===== src/rtl/swd_pkg.sv =====
// ----------------------------------------------------------------------------
// swd_pkg
// Shared types, constants and helpers for the sync word deframer.
// ----------------------------------------------------------------------------
package swd_pkg;

  // Sync words and their reset values
  localparam int unsigned SYNC_W = 32;
  localparam logic [SYNC_W-1:0] RESET_CMD_SYNC = 32'h55AA55AA;
  localparam logic [SYNC_W-1:0] RESET_PAY_SYNC = 32'hA55A3CC3;

  // Configuration register indexes
  localparam int unsigned CFG_IDX_W = 1;
  localparam logic [CFG_IDX_W-1:0] REG_CMD_SYNC = 1'd0;
  localparam logic [CFG_IDX_W-1:0] REG_PAY_SYNC = 1'd1;

  // Frame geometry
  localparam int unsigned DEF_PAYLOAD_BYTES = 64;
  localparam int unsigned CMD_FRAME_BITS = 24;
  localparam int unsigned CMD_CRC_BITS = 16;   // id + value are covered by the CRC
  localparam int unsigned BYTE_IDX_W = 6;

  // CRC-8 and dewhitening constants
  localparam logic [7:0] CRC_POLY = 8'h07;
  localparam logic [7:0] WHITEN_MUL = 8'd211;
  localparam logic [7:0] WHITEN_ADD = 8'd79;

  // Result kinds
  localparam logic KIND_CMD = 1'b0;
  localparam logic KIND_PAY = 1'b1;

  // Frame mode
  typedef enum logic [1:0] {
    MODE_HUNT = 2'd0,
    MODE_CMD  = 2'd1,
    MODE_PAY  = 2'd2
  } mode_t;

  // Sync comparator outcome
  typedef struct packed {
    logic hit;      // some pattern matched
    logic is_pay;   // payload frame follows
    logic inv;      // matched through an inverted word
  } sync_hit_t;

  // One result word
  typedef struct packed {
    logic                  kind;
    logic [7:0]            cmd_id;
    logic [7:0]            cmd_value;
    logic [7:0]            pay_byte;
    logic [BYTE_IDX_W-1:0] byte_index;
    logic                  last;
    logic                  inverted;
  } result_t;

  // One MSB-first step of CRC-8
  function automatic logic [7:0] crc8_step(input logic [7:0] crc, input logic b);
    logic [7:0] sh;
    sh = {crc[6:0], 1'b0};
    return (crc[7] ^ b) ? (sh ^ CRC_POLY) : sh;
  endfunction

endpackage


===== src/rtl/swd_sync_match.sv =====
// ----------------------------------------------------------------------------
// swd_sync_match
// Compares the hunt shift register against both sync words and inverses.
// ----------------------------------------------------------------------------
module swd_sync_match import swd_pkg::*; (
  input  logic [SYNC_W-1:0] shift_val,
  input  logic [SYNC_W-1:0] cmd_sync,
  input  logic [SYNC_W-1:0] pay_sync,
  output sync_hit_t         hit
);

  // Priority: command, inverse command, payload, inverse payload
  always_comb begin
    hit = '0;
    if (shift_val == cmd_sync) begin
      hit.hit = 1'b1;
    end else if (shift_val == ~cmd_sync) begin
      hit.hit = 1'b1;
      hit.inv = 1'b1;
    end else if (shift_val == pay_sync) begin
      hit.hit    = 1'b1;
      hit.is_pay = 1'b1;
    end else if (shift_val == ~pay_sync) begin
      hit.hit    = 1'b1;
      hit.is_pay = 1'b1;
      hit.inv    = 1'b1;
    end
  end

endmodule


===== src/rtl/swd_deframe.sv =====
// ----------------------------------------------------------------------------
// swd_deframe
// Frame state and per-bit datapath: hunting, command frame with serial
// CRC-8, payload bytes with dewhitening.
// ----------------------------------------------------------------------------
module swd_deframe import swd_pkg::*; #(
  parameter int unsigned PAYLOAD_BYTES = DEF_PAYLOAD_BYTES
) (
  input  logic              clk,
  input  logic              rst,
  input  logic              step_en,    // process in_bit this cycle
  input  logic              in_bit,
  input  logic [SYNC_W-1:0] cmd_sync,
  input  logic [SYNC_W-1:0] pay_sync,
  output logic              res_valid,
  output result_t           res
);

  localparam int unsigned MAX_BITS =
    (PAYLOAD_BYTES * 8 > CMD_FRAME_BITS) ? PAYLOAD_BYTES * 8 : CMD_FRAME_BITS;
  localparam int unsigned CNT_W = $clog2(MAX_BITS + 1);
  localparam logic [CNT_W-1:0] CMD_END = CNT_W'(CMD_FRAME_BITS);
  localparam logic [CNT_W-1:0] CRC_END = CNT_W'(CMD_CRC_BITS);
  localparam logic [CNT_W-1:0] PAY_END = CNT_W'(PAYLOAD_BYTES * 8);

  // State registers
  mode_t                       mode, mode_next;
  logic [SYNC_W-1:0]           sync_shift, sync_shift_next;
  logic [CNT_W-1:0]            bit_counter, bit_counter_next;
  logic [CMD_FRAME_BITS-1:0]   cmd_shift, cmd_shift_next;
  logic [7:0]                  byte_shift, byte_shift_next;
  logic [7:0]                  crc, crc_next;
  logic                        invert_flag, invert_flag_next;

  logic [SYNC_W-1:0]           sync_cand;
  sync_hit_t                   hit;
  logic                        bit_c;
  logic [CNT_W-1:0]            cnt_inc;
  logic                        cmd_done;
  logic                        crc_ok;
  logic                        byte_done;
  logic                        pay_last;
  logic [8:0]                  idx_full;
  logic [7:0]                  whiten;

  assign sync_cand = {sync_shift[SYNC_W-2:0], in_bit};

  swd_sync_match u_match (
    .shift_val (sync_cand),
    .cmd_sync  (cmd_sync),
    .pay_sync  (pay_sync),
    .hit       (hit)
  );

  // Frame events
  always_comb begin
    bit_c     = in_bit ^ invert_flag;
    cnt_inc   = bit_counter + CNT_W'(1);
    cmd_done  = (cnt_inc == CMD_END);
    crc_ok    = (crc == {cmd_shift[6:0], bit_c});
    byte_done = (cnt_inc[2:0] == 3'd0);
    pay_last  = (cnt_inc == PAY_END);
    idx_full  = 9'(cnt_inc >> 3) - 9'd1;
    whiten    = 8'(idx_full[7:0] * WHITEN_MUL) + WHITEN_ADD;
  end

  // Next frame mode
  always_comb begin
    mode_next = mode;
    case (mode)
      MODE_CMD: begin
        if (cmd_done) mode_next = MODE_HUNT;
      end
      MODE_PAY: begin
        if (byte_done && pay_last) mode_next = MODE_HUNT;
      end
      default: begin
        if (hit.hit) mode_next = hit.is_pay ? MODE_PAY : MODE_CMD;
      end
    endcase
  end

  // Datapath updates and result
  always_comb begin
    sync_shift_next  = sync_shift;
    bit_counter_next = bit_counter;
    cmd_shift_next   = cmd_shift;
    byte_shift_next  = byte_shift;
    crc_next         = crc;
    invert_flag_next = invert_flag;
    res_valid        = 1'b0;
    res              = '0;
    case (mode)
      MODE_CMD: begin
        cmd_shift_next   = {cmd_shift[CMD_FRAME_BITS-2:0], bit_c};
        bit_counter_next = cnt_inc;
        if (bit_counter < CRC_END) crc_next = crc8_step(crc, bit_c);
        if (cmd_done) begin
          res_valid        = crc_ok;
          res.kind         = KIND_CMD;
          res.cmd_id       = cmd_shift[22:15];
          res.cmd_value    = cmd_shift[14:7];
          res.inverted     = invert_flag;
          bit_counter_next = '0;
          cmd_shift_next   = '0;
          byte_shift_next  = '0;
          crc_next         = '0;
          sync_shift_next  = '0;
        end
      end
      MODE_PAY: begin
        byte_shift_next  = {byte_shift[6:0], bit_c};
        bit_counter_next = cnt_inc;
        if (byte_done) begin
          res_valid       = 1'b1;
          res.kind        = KIND_PAY;
          res.pay_byte    = {byte_shift[6:0], bit_c} ^ whiten;
          res.byte_index  = idx_full[BYTE_IDX_W-1:0];
          res.last        = pay_last;
          res.inverted    = invert_flag;
          byte_shift_next = '0;
          if (pay_last) begin
            bit_counter_next = '0;
            cmd_shift_next   = '0;
            crc_next         = '0;
            sync_shift_next  = '0;
          end
        end
      end
      default: begin
        sync_shift_next = sync_cand;
        if (hit.hit) begin
          invert_flag_next = hit.inv;
          bit_counter_next = '0;
          cmd_shift_next   = '0;
          byte_shift_next  = '0;
          crc_next         = '0;
        end
      end
    endcase
  end

  // State update
  always_ff @(posedge clk) begin
    if (rst) begin
      mode        <= MODE_HUNT;
      sync_shift  <= '0;
      bit_counter <= '0;
      cmd_shift   <= '0;
      byte_shift  <= '0;
      crc         <= '0;
      invert_flag <= 1'b0;
    end else if (step_en) begin
      mode        <= mode_next;
      sync_shift  <= sync_shift_next;
      bit_counter <= bit_counter_next;
      cmd_shift   <= cmd_shift_next;
      byte_shift  <= byte_shift_next;
      crc         <= crc_next;
      invert_flag <= invert_flag_next;
    end
  end

  // Checks
  a_mode_legal: assert property (@(posedge clk) disable iff (rst)
    (mode == MODE_HUNT || mode == MODE_CMD || mode == MODE_PAY))
    else $error("frame mode out of range");

  a_cmd_count_range: assert property (@(posedge clk) disable iff (rst)
    (mode == MODE_CMD) |-> (bit_counter < CMD_END))
    else $error("command bit count out of range");

  a_frame_end_hunts: assert property (@(posedge clk) disable iff (rst)
    (step_en && res_valid && (res.kind == KIND_CMD || res.last)) |=>
      (mode == MODE_HUNT && bit_counter == '0))
    else $error("block did not return to hunting after a frame");

  a_result_in_frame: assert property (@(posedge clk) disable iff (rst)
    res_valid |-> (mode == MODE_CMD || mode == MODE_PAY))
    else $error("result raised while hunting");

endmodule


===== src/rtl/swd_out_reg.sv =====
// ----------------------------------------------------------------------------
// swd_out_reg
// Result register on the master-side stream; packs the result word.
// ----------------------------------------------------------------------------
module swd_out_reg import swd_pkg::*; (
  input  logic        clk,
  input  logic        rst,
  input  logic        load_en,   // a processed bit arrives this cycle
  input  logic        res_valid,
  input  result_t     res,
  output logic        can_load,
  output logic        m_tvalid,
  input  logic        m_tready,
  output logic [31:0] m_tdata,   // command_id, command_value, payload_byte, byte_index
  output logic [1:0]  m_tuser,   // result_kind, frame_inverted
  output logic        m_tlast    // last_byte
);

  result_t held;

  // Free when empty or when the held word leaves this cycle
  assign can_load = !m_tvalid || m_tready;

  // Valid flag
  always_ff @(posedge clk) begin
    if (rst) begin
      m_tvalid <= 1'b0;
    end else if (can_load) begin
      m_tvalid <= load_en && res_valid;
    end
  end

  // Payload
  always_ff @(posedge clk) begin
    if (can_load && load_en && res_valid) begin
      held <= res;
    end
  end

  assign m_tdata = {2'b00, held.byte_index, held.pay_byte, held.cmd_value, held.cmd_id};
  assign m_tuser = {held.inverted, held.kind};
  assign m_tlast = held.last;

endmodule


===== src/rtl/sync_word_deframer_with_crc_check.sv =====
// ----------------------------------------------------------------------------
// sync_word_deframer_with_crc_check
// Bit-serial sync word deframer with CRC-8 command check and payload
// dewhitening.
// ----------------------------------------------------------------------------
// Takes one demodulated bit per input word and accepts a bit every clock
// cycle while the result side keeps up; each bit is caught in an input
// register and goes through short frame logic into a result register. The
// input stalls only while a result word waits unaccepted and another bit is
// already held. While hunting, the last 32 bits are compared with the
// command and payload sync words and their inverses; an inverse match flips
// all bits of the frame that follows. A command frame (24 bits: id, value,
// CRC-8 poly 0x07 init 0) yields one word only if the CRC matches. A
// payload frame of PAYLOAD_BYTES bytes yields one word per byte, dewhitened
// with (index*211+79) mod 256, the final byte with tlast. Sync words are to
// be written by the user through the cfg port only while the block is idle;
// the block itself does not enforce this.
// ----------------------------------------------------------------------------
module sync_word_deframer_with_crc_check import swd_pkg::*; #(
  parameter int unsigned PAYLOAD_BYTES = DEF_PAYLOAD_BYTES
) (
  input  logic                 clk,
  input  logic                 rst,
  // Input stream
  input  logic                 s_tvalid,
  output logic                 s_tready,
  input  logic [7:0]           s_tdata,    // rx_bit
  // Result stream
  output logic                 m_tvalid,
  input  logic                 m_tready,
  output logic [31:0]          m_tdata,    // command_id, command_value, payload_byte, byte_index
  output logic [1:0]           m_tuser,    // result_kind, frame_inverted
  output logic                 m_tlast,    // last_byte
  // Configuration
  input  logic                 cfg_we,
  input  logic [CFG_IDX_W-1:0] cfg_index,
  input  logic [SYNC_W-1:0]    cfg_data
);

  logic [SYNC_W-1:0] cmd_sync;
  logic [SYNC_W-1:0] pay_sync;
  logic              in_valid;
  logic              in_bit;
  logic              can_load;
  logic              step_en;
  logic              res_valid;
  result_t           res;

  // Configuration registers
  always_ff @(posedge clk) begin
    if (rst) begin
      cmd_sync <= RESET_CMD_SYNC;
      pay_sync <= RESET_PAY_SYNC;
    end else if (cfg_we) begin
      case (cfg_index)
        REG_CMD_SYNC: cmd_sync <= cfg_data;
        REG_PAY_SYNC: pay_sync <= cfg_data;
        default: ;
      endcase
    end
  end

  // Input register
  assign step_en  = in_valid && can_load;
  assign s_tready = !in_valid || can_load;

  always_ff @(posedge clk) begin
    if (rst) begin
      in_valid <= 1'b0;
    end else if (s_tready) begin
      in_valid <= s_tvalid;
    end
  end

  always_ff @(posedge clk) begin
    if (s_tready) begin
      in_bit <= s_tdata[0];
    end
  end

  swd_deframe #(
    .PAYLOAD_BYTES (PAYLOAD_BYTES)
  ) u_deframe (
    .clk       (clk),
    .rst       (rst),
    .step_en   (step_en),
    .in_bit    (in_bit),
    .cmd_sync  (cmd_sync),
    .pay_sync  (pay_sync),
    .res_valid (res_valid),
    .res       (res)
  );

  swd_out_reg u_out (
    .clk       (clk),
    .rst       (rst),
    .load_en   (step_en),
    .res_valid (res_valid),
    .res       (res),
    .can_load  (can_load),
    .m_tvalid  (m_tvalid),
    .m_tready  (m_tready),
    .m_tdata   (m_tdata),
    .m_tuser   (m_tuser),
    .m_tlast   (m_tlast)
  );

endmodule


===== config.mk =====
export PLATFORM = sky130hd
export DESIGN_NAME = sync_word_deframer_with_crc_check
export DESIGN_NICKNAME = d
export VERILOG_FILES = /design/src/rtl/swd_pkg.sv /design/src/rtl/swd_sync_match.sv /design/src/rtl/swd_deframe.sv /design/src/rtl/swd_out_reg.sv /design/src/rtl/sync_word_deframer_with_crc_check.sv
export SDC_FILE = /design/constraint.sdc
export NUM_CORES = 1
export LEC_CHECK = 0
export ABC_AREA = 1
export ABC_CLOCK_PERIOD_IN_PS = 4700
export BUFFER_PORTS_ARGS = -buffer_cell sky130_fd_sc_hd__clkbuf_2
export CAP_MARGIN = 20
export CORE_MARGIN = 8
export CORE_UTILIZATION = 61
export CTS_CLUSTER_SIZE = 40
export DETAILED_ROUTE_END_ITERATION = 12
export PLACE_DENSITY = 0.77
export SKIP_LAST_GASP = 1
export SLEW_MARGIN = 20
export SYNTH_ARGS = -nofsm -noshare
export SYNTH_HDL_FRONTEND = slang
export SYNTH_SLANG_ARGS = --single-unit

===== constraint.sdc =====
create_clock -name clk -period 4.7 [get_ports clk]
set_clock_uncertainty 0.05 [all_clocks]
set_input_delay 0.235 -clock clk [delete_from_list [all_inputs] [get_ports clk]]
set_output_delay 0.235 -clock clk [all_outputs]
set_load 0.02 [all_outputs]

# ---- Yosys cells after proc, flatten, opt, wreduce, memory -nomap -nowiden
# Cells that the tools add are included.
dict set report word_totals {
  romBits 0
  latch_bits 0
  n_memories 0
  input_bits 46
  out_inout_bits 37
  reg_bits 182
  wordCells 113
  mem_bits_rw 0
}
dict set report classes {
  add_sub_neg 3
  n_reduce_logical 23
  mul 1
  muxes 44
  eq_ne 14
  bitwise 8
  shift 0
  div_mod_pow 0
  order_cmp 1
}
# operator n
set op_table {}
lappend op_table {{== test 32 bit} 4}
lappend op_table {{two-way mux 31 bit} 3}
lappend op_table {{two-way mux 23 bit} 4}
lappend op_table {{inverter 32 bit} 2}
lappend op_table {{case mux 31 bit (2 select lines)} 1}
lappend op_table {{case mux 23 bit (2 select lines)} 1}
lappend op_table {{two-way mux 10 bit} 4}
lappend op_table {{two-way mux 8 bit} 5}
lappend op_table {{case mux 10 bit (2 select lines)} 1}
lappend op_table {{case mux 8 bit (2 select lines)} 1}
lappend op_table {{two-way mux 7 bit} 2}
lappend op_table {{case mux 7 bit (2 select lines)} 1}
lappend op_table {{two-way mux 2 bit} 6}
lappend op_table {{AND reduction 4 bit} 3}
lappend op_table {{adder 10 x 1 -> 10 bit (second input constant)} 1}
lappend op_table {{== test 10 bit (second input constant)} 1}
lappend op_table {{== test 10 x 5 -> 1 bit (second input constant)} 1}
lappend op_table {{less-than comparator 10 x 5 -> 1 bit (second input constant)} 1}
lappend op_table {{AND reduction 2 bit} 5}
lappend op_table {{two-way mux 1 bit} 9}
lappend op_table {{adder 8 x 7 -> 8 bit (second input constant)} 1}
lappend op_table {{== test 8 bit} 1}
lappend op_table {{multiplier 8 x 7 -> 8 bit (second input constant)} 1}
lappend op_table {{inequality test 2 x 1 -> 1 bit (second input constant)} 4}
lappend op_table {{other kinds (19)} 31}

# ---- Logic depth before layout (Yosys ltp)
# Gate-level depths: netlist of the first run.
dict set report logic_depth {
  ltp_word 9
  ltp_mapped 24
}

# ---- Modules after synthesis
# A second synthesis of the first run with hierarchy kept.
dict set report hier_totals {
  cells_unflattened 1520
  hier_area_um2 10321.1
}
# mod area_per_inst_um2 instances cells_each
set by_module_without_submodules {}
lappend by_module_without_submodules {swd_deframe 4763.3 1 677}
lappend by_module_without_submodules {sync_word_deframer_with_crc_check 2483.6 1 324}
lappend by_module_without_submodules {swd_sync_match 2016.9 1 477}
lappend by_module_without_submodules {swd_out_reg 1057.3 1 42}

# ---- Worst setup path before layout of the first run
# Ideal clock, no wire load.
dict set report synth_path {
  path_kind {register -> register}
  from {reg u_deframe.bit_counter[0]}
  to {reg u_out.held, in the netlist u_out.m_tdata[23], data pin}
  path_stages_with_launch 23
  setup_slack_ns 0.500
  setup_time_ns 0.255
  synth_period_minus_slack_ns 4.200
  arrival_ns 3.895
  path_cell_list {dfxtp_1 ha_1 nand2_2 nor2_4 xor2_4 ha_1 nand2_1 o21ai_0 o21a_1 inv_1 ha_1 inv_1 fa_1 inv_1 ha_1 ha_1 nand2_1 nand2_1 a21oi_1 xnor2_1 nand3b_1 a21oi_1 nor2_1}
}
dict set report synth_via {
  elab_chain_len 5
  elab_cells_between_ends 7
  classes_between {add/sub: 3; mul: 1; bitwise: 1; reduce/logical: 2}
}
# element line
set synth_lines {}
lappend synth_lines {{start, declared} swd_deframe.sv:29} ;# logic [CNT_W-1:0] bit_counter, bit_counter_next;
lappend synth_lines {{start signal, assigned} swd_deframe.sv:156} ;# bit_counter <= bit_counter_next;
lappend synth_lines {{adder 10 x 1 -> 10 bit} swd_deframe.sv:58} ;# cnt_inc = bit_counter + CNT_W'(1);
lappend synth_lines {{subtractor 7 x 1 -> 8 bit} swd_deframe.sv:63} ;# idx_full = 9'(cnt_inc >> 3) - 9'd1;
lappend synth_lines {{net u_deframe.idx_full[4]} swd_deframe.sv:43} ;# logic [8:0] idx_full;
lappend synth_lines {{multiplier 8 x 7 -> 8 bit} swd_deframe.sv:64} ;# whiten = 8'(idx_full[7:0] * WHITEN_MUL) + WHITEN_ADD;
lappend synth_lines {{adder 8 x 7 -> 8 bit} swd_deframe.sv:64}
lappend synth_lines {{XOR 8 bit} swd_deframe.sv:117} ;# res.pay_byte = {byte_shift[6:0], bit_c} ^ whiten;
lappend synth_lines {{end signal, assigned} swd_out_reg.sv:36} ;# held <= res;
lappend synth_lines {{end, declared} swd_out_reg.sv:19} ;# result_t held;
# The timed path passes the listed nets, and every way through them passes these cells.
# A chain may end at the register's enable or synchronous reset.

# ---- Worst setup path after layout of the first run
dict set report layout_path {
  from {reg u_deframe.bit_counter[1]}
  to {reg u_out.held, in the netlist u_out.m_tdata[23], data pin}
}
# The elaborated chain is that of the path after synthesis.

==> summary.txt, run 1 <==
GR met1 Demand/Resource -> 27.6%
most frequent cell after synthesis -> nand2_1
M2 GR Usage -> 40.6%
crit path from -> u_deframe.bit_counter[1]$_SDFFE_PP0P_
Core Rows -> 47
Crit path depth -> 22
CP Max Fanout -> 5
setup slack after layout -> 0.302 ns
share of cells above drive strength 1 -> 8.94%
Worst Path Class, Setup -> register to register
Max rail drop VDD -> 0.000278 V
CTS buffer count -> 17
Mapped Cells -> 1475
Main synth FF type -> dfxtp_1
Critical Path Source Type -> register
status -> finished clean
top cell type's share of synthesized area -> 29.6%
power density over the cells -> 305 nW/µm²
antenna violations before repair -> 0
synth top area cells -> dfxtp_1, nand2_1, edfxtp_1
die area -> 20800 µm²
pin count of the biggest net entering global routing -> 76
H-Tree Depth -> 4
leak pwr -> 4.81 nW
num ports -> 83
post-DP HPWL -> 15.8 mm
Final period util -> 93.6%
port bufs -> 73
area post-placement -> 10400 µm²
clk root buf -> clkbuf_16
Core Util, Final -> 69.3%
Worst R2R Setup Slack -> 0.30 ns
grt peak-use layer -> met2
Worst path max stage delay -> 0.52 ns
Clk pin slew, worst setup/hold paths -> 0.07 ns
Worst Tran Pin Value -> 1.08 ns
Core Footprint -> 16300 µm²
Crit path max-delay family -> adder cells
Sink Count -> 182
clk_lat worst skew -> 0.44 ns
hold_ws -> 0.00925 ns
total chip power -> 3.44 mW
Total GRT Usage -> 23.0%
crit end category -> register
most frequent cells after synthesis -> nand2_1, inv_1, nor2_1
Area growth syn-to-layout -> 12.6%
CP bufs+invs -> 3
hold path startpoint -> cfg_data[6]
Final Max Tran Viols -> 0
Syn. warnings -> 0
RePlAce Congestion -> 0.929
cell area after layout -> 11300 µm²
Synth cell types -> 39
first-pass GRT wire length -> 38.7 mm
routing usage on met3 -> 3.66%
pre-CTS WS -> 0.129 ns
Max Cap Violations -> 0
Iter 0 DRT Violations -> 654
Seq/Total Area, Yosys -> 39.8%
syn avg cell area -> 6.79 µm²
required time worst endpoint -> 4.85 ns
number of synthesized flops with an enable pin -> 34
drt pass-1 iters -> 5
WL/cell -> 13.2 µm
FFs w/ async S/R, synth -> 0%
Routed WL -> 23.2 mm
# DRC -> 0
total negative slack -> 0 ns
CTS tree -> yes
Worst Hold Class -> input pin to register
via count -> 9062
GR Overflow Total -> 0
max frequency -> 227 MHz
ANT nets after route -> 0
top cell type by total area after synthesis -> dfxtp_1
Nets -> 1603
critical-path cell list -> ha_2 > nand2_2 > nor2_4 > xor2_4 > ha_4 > nand2_1 > o21ai_0 > o21a_1 > inv_1 > ha_1 > inv_1 > fa_1 > inv_1 > ha_1 > ha_1 > nand2_1 > nand2_1 > a21oi_1 > xnor2_1 > nand3b_1 > a21oi_1 > nor2_1
hold endpoint -> pay_sync[6]$_SDFFE_PP1P_
Arr. time, crit path -> 4.55 ns
clk buf depth -> 2
Layout Cells excl Fill -> 1763
vias in the first global route -> 8388
Fin. Hold Viols -> 0
CP max-delay cell -> fa_1
Critical R2R Launch -> u_deframe.bit_counter[1]$_SDFFE_PP0P_
synthesized flop and latch total -> 182
via/cell ratio -> 5.14
Final min period -> 4.40 ns
Setup violations, final -> 0
dpl cells -> 1707
Syn Std Cell Area -> 10000 µm²
Slew headroom -> 27.9%
hold path depth -> 3
Starting Density -> 61.5%
Die Span Y -> 144 µm
antenna diode count -> 0
Worst Reg-to-Reg Cells -> 22
r2r endpoint -> u_out.m_tdata[23]$_SDFFCE_PN0P_
Chip Width -> 144 µm
[cell families (layout without fill, tap and decap cells)]
| family | after synthesis | after routing | synth area share, % |
|---|---|---|---|
| DFF | 182 | 182 | 39.8 |
| buffers and inverters | 247 | 314 | 9.89 |
| adders and majority gates | 27 | 27 | 3.67 |
| and+or+nand+nor | 778 | 778 | 31.3 |
| other | 1 | 2 | 0.0374 |
| xor gates and xnor gates | 65 | 65 | 5.87 |
| AOI/OAI and AO/OA | 175 | 175 | 9.47 |
[report_power, final]
group	internal (mW)	switching, mW	total (mW)
clock	0.865	0.681	1.55
sequential	1.62	0.0331	1.65
combinational	0.0918	0.145	0.237
total	2.58	0.859	3.44
[flip-flops by register name (all words and copies together) (netlist names), 2 cells and up]
register               count
cmd_sync                  32
pay_sync                  32
u_deframe.bit_counter     10
u_deframe.byte_shift       7
u_deframe.cmd_shift       23
u_deframe.crc              8
u_deframe.mode             2
u_deframe.sync_shift      31
u_out.m_tdata             30
u_out.m_tuser              2
[layer usage]
| metal | vias to the layer above | share of wire [%] |
|---|---|---|
| li1 | 4682 | - |
| met1 | 4117 | 43 |
| met2 | 221 | 50 |
| met3 | 42 | 4.8 |
| met4 | 0 | 2.5 |
| met5 | - | 0 |
[repair_timing]
item,in CTS,in global routing
hold endpoints to repair,33,0
setup buffers,0,1
endpoints found under the setup margin,0,1
resized for setup,0,4
hold buffers,23,0
[cell usage in the layout, fill, tap and decap left out, types with 19 or more instances in the layout]
| cell | n |
|---|---|
| dfxtp_1 | 147 |
| xnor2_1 | 36 |
| edfxtp_1 | 34 |
| nand3_1 | 70 |
| o21ai_0 | 42 |
| nor2_1 | 163 |
| clkbuf_2 | 73 |
| dlygate4sd3_1 | 23 |
| xor2_1 | 28 |
| a21oi_1 | 105 |
| ha_1 | 21 |
| o211ai_1 | 19 |
| inv_1 | 173 |
| nand2_1 | 508 |
[tightest hold or removal path, cell delays in order]
cell,delay [ns]
clkbuf_2,0.10
nand2_1,0.05
o211ai_1,0.07
[area by class of cell]
class	instances	area [µm²]
Clock buffer	17	425
Clock inverter	15	210
Fill cell	1415	5010
Inverter	178	668
Multi-Input combinational cell	1047	5060
Sequential cell	182	3990
Tap cell	220	275
Timing Repair Buffer	104	656
[how the worst max path moves through the flow]
| stage | slack [ns] | to |
|---|---|---|
| 3_5_place_dp | 0.13 | u_out.m_tdata[23]$_SDFFCE_PN0P_ |
| 6_report | 0.30 | u_out.m_tdata[23]$_SDFFCE_PN0P_ |
| 4_1_cts | 0.11 | u_out.m_tdata[23]$_SDFFCE_PN0P_ |
| 3_3_place_gp | 0.26 | u_out.m_tdata[23]$_SDFFCE_PN0P_ |
| 5_1_grt | -0.0009 | u_out.m_tdata[23]$_SDFFCE_PN0P_ |
| 2_1_floorplan | 0.50 | u_out.m_tdata[23]$_SDFFCE_PN0P_ |
No activity file was read; power rests on OpenSTA's default activity.
==> run 2: changes to the inputs <==
--- a/config.mk
+++ b/config.mk
@@ -13,6 +13,7 @@
 export CORE_UTILIZATION = 61
 export CTS_CLUSTER_SIZE = 40
 export DETAILED_ROUTE_END_ITERATION = 12
+export GPL_TIMING_DRIVEN = 0
 export PLACE_DENSITY = 0.77
 export SKIP_LAST_GASP = 1
 export SLEW_MARGIN = 20
==> run 2 against run 1 <==
Compared with the run above: clock power down 13%; sequential power about the same; wire length up 17%; count of clock-buffer cells in the layout up 3; final area up 1.5%; sequential share of layout area down 0.49 points; via count up 4.8%; flip-flop and latch count unchanged; combinational power up 13%.
==> summary.txt, run 2 (same netlist as run 1, synthesis figures left out) <==
status -> finished clean
leak pwr -> 4.89 nW (+1.8%)
clk_lat worst skew -> 0.44 ns (about the same)
CP Max Fanout -> 5 (unchanged)
crit end category -> register
Final min period -> 4.33 ns (-0.0721 ns)
RePlAce Congestion -> 0.921 (-0.88%)
share of cells above drive strength 1 -> 9.61% (+0.66 points)
Fin. Hold Viols -> 0 (unchanged)
GR Overflow Total -> 0 (unchanged)
die area -> 20800 µm² (unchanged)
Critical R2R Launch -> u_deframe.bit_counter[0]$_SDFFE_PP0P_
drt pass-1 iters -> 6 (+1)
Core Rows -> 47 (unchanged)
commonest non-fill, non-tap cells in the layout -> nand2_1, inv_1, nor2_1, dfxtp_1, a21oi_1
fill count -> 1405 (-0.71%)
total negative slack -> 0 ns (unchanged)
Final Max Tran Viols -> 0 (unchanged)
vias in the first global route -> 8923 (+6.4%)
largest registers -> cmd_sync x32, pay_sync x32, u_deframe.sync_shift x31
H-Tree Depth -> 4 (unchanged)
most common cell after layout, fill and taps aside -> nand2_1
Setup violations, final -> 0 (unchanged)
Sink Count -> 182 (unchanged)
Core Footprint -> 16300 µm² (unchanged)
Starting Density -> 61.5% (unchanged)
Max Cap Violations -> 0 (unchanged)
port bufs -> 73 (unchanged)
Worst Reg-to-Reg Cells -> 21 (-4.5%)
Clk pin slew, worst setup/hold paths -> 0.07 ns (about the same)
# DRC -> 0 (unchanged)
Final period util -> 92.0% (-1.5 points)
Routed WL -> 27.0 mm (+17%)
CTS tree -> yes
crit path to -> u_out.m_tdata[23]$_SDFFCE_PN0P_
clk buf depth -> 2 (unchanged)
area occupied by registers -> 3990 µm² (about the same)
Die Span Y -> 144 µm (unchanged)
antenna violations before repair -> 0 (unchanged)
Crit path depth -> 21 (-4.5%)
required time worst endpoint -> 4.84 ns (about the same)
total chip power -> 3.28 mW (-4.7%)
RSZ-0062 raised after global routing -> no
most used cell along the critical path -> ha_1
Max rail drop VDD -> 0.000288 V (+3.4%)
pin count of the biggest net entering global routing -> 34 (-55%)
first-pass GRT wire length -> 43.4 mm (+12%)
Worst Tran Pin Value -> 0.912 ns (-0.168 ns)
Slew headroom -> 39.2% (+11 points)
Arr. time, crit path -> 4.47 ns (-0.08 ns)
antenna diode count -> 0 (unchanged)
max frequency -> 231 MHz (+1.7%)
WL/cell -> 14.8 µm (+13%)
power density over the cells -> 286 nW/µm² (-6.0%)
CP bufs+invs -> 1 (-2)
Crit path max-delay family -> adder cells
Area growth syn-to-layout -> 14.3%
clk root buf -> clkbuf_16
post-DP HPWL -> 19.4 mm (+23%)
CTS buffer count -> 17 (unchanged)
Core Util, Final -> 70.3% (+1.0 points)
Total GRT Usage -> 27.0% (+4.0 points)
via/cell ratio -> 5.21 (+1.4%)
Worst R2R Setup Slack -> 0.37 ns (+0.07 ns)
critical-path cell list -> ha_4 > nand2_2 > nor2_4 > xor2_4 > buf_4 > nand3_2 > xor2_1 > ha_1 > ha_1 > xor2_1 > ha_1 > ha_1 > a21oi_1 > nand2_1 > nand2_1 > nand2_1 > a21oi_1 > xnor2_1 > nand3b_1 > a21oi_1 > nor2_1
Worst path max stage delay -> 0.40 ns (-0.12 ns)
Iter 0 DRT Violations -> 751 (+15%)
r2r endpoint -> u_out.m_tdata[23]$_SDFFCE_PN0P_
ANT nets after route -> 0 (unchanged)
crit path from -> u_deframe.bit_counter[0]$_SDFFE_PP0P_
Worst Path Class, Setup -> register to register
Chip Width -> 144 µm (unchanged)
CP max-delay cell -> dfxtp_2
Nets -> 1663 (+3.7%)
Worst Hold Class -> input pin to register
via count -> 9501 (+4.8%)
Critical Path Source Type -> register
num ports -> 83 (unchanged)
Multi-input gate area -> 5070 µm² (+0.15%)
-- run 2: changes by cell type in the layout (fill, tap and decap cells not counted), moves of 2 or more --
cell / change
inv_6: -2
inv_8: -5
clkinvlp_4: +3
buf_6: +3
buf_1: +8
buf_2: +18
dlygate4sd3_1: -3
clkinv_2: +3
dfxtp_1: -2
bufinv_16: -2
inv_1: +2
inv_2: -2
dfxtp_2: +2
clkbuf_1: +38
-- run 2: where the power goes --
group          switching [mW]  total, mW  internal [mW]
Combinational           0.170      0.267         0.0976
Sequential             0.0328       1.65           1.62
Clock                   0.626       1.35          0.729
-- run 2: layout make-up --
type | instances | share of cell area [%]
multi-input cells | 1047 | 44.3
flip-flops and latches | 182 | 34.8
inverters | 178 | 5.84
repair buffers | 95 | 5.07
clock buffers | 20 | 3.81
plain buffers | 69 | 2.82
well taps | 220 | 2.40
clock inverters | 12 | 0.929
-- run 2: timing repair --
action                                  4_1_cts  5_1_grt
endpoints found under the hold margin        30        0
endpoints found under the setup margin        0        3
hold buffers                                 20        0
gates resized for setup                       0        8
buffers inserted                              0        2
-- run 2: worst register-to-register path: stages, from the launching register on --
cell,delay (ns)
dfxtp_2,0.40
ha_4,0.18
nand2_2,0.07
nor2_4,0.15
xor2_4,0.22
buf_4,0.15
nand3_2,0.08
xor2_1,0.34
ha_1,0.31
ha_1,0.31
xor2_1,0.16
ha_1,0.28
ha_1,0.35
a21oi_1,0.20
nand2_1,0.07
nand2_1,0.08
nand2_1,0.05
a21oi_1,0.15
xnor2_1,0.09
nand3b_1,0.18
a21oi_1,0.15
nor2_1,0.05
-- run 2: metrics by stage --
step	cell area [µm²]	worst slack (ns)	std cells	hold slack, ns
final	11400	0.374	1823	0.0118
after global routing	11400	0.0264	1823	0.0000116
after CTS	11400	0.0437	1821	0.000466
after detailed placement	10700	0.0640	1769	0.364
after global placement	10700	0.138	1769	0.363
after floorplan	10000	0.500	1476	0.284
-- run 2: worst min path at each step --
stage                                     endpoint         from  slack, ns  depth (start not counted)
final                     cmd_sync[2]$_SDFFE_PP0P_  cfg_data[2]       0.01                          3
after floorplan                   in_bit$_DFFE_PP_   s_tdata[0]       0.28                          0
after global placement            in_bit$_DFFE_PP_   s_tdata[0]       0.36                          1
after detailed placement          in_bit$_DFFE_PP_   s_tdata[0]       0.36                          1
after CTS                 cmd_sync[2]$_SDFFE_PP0P_  cfg_data[2]     0.0005                          3
after global routing      cmd_sync[2]$_SDFFE_PP0P_  cfg_data[2]    0.00001                          3
-- run 2: layer usage --
layer | vias to the layer above | share of wire [%] | track usage (%)
li1 | 4822 | - | -
met1 | 4350 | 42 | 31.6
met2 | 281 | 49 | 47.1
met3 | 48 | 6.6 | 5.45
met4 | 0 | 3.2 | 11.6
met5 | - | 0 | 0
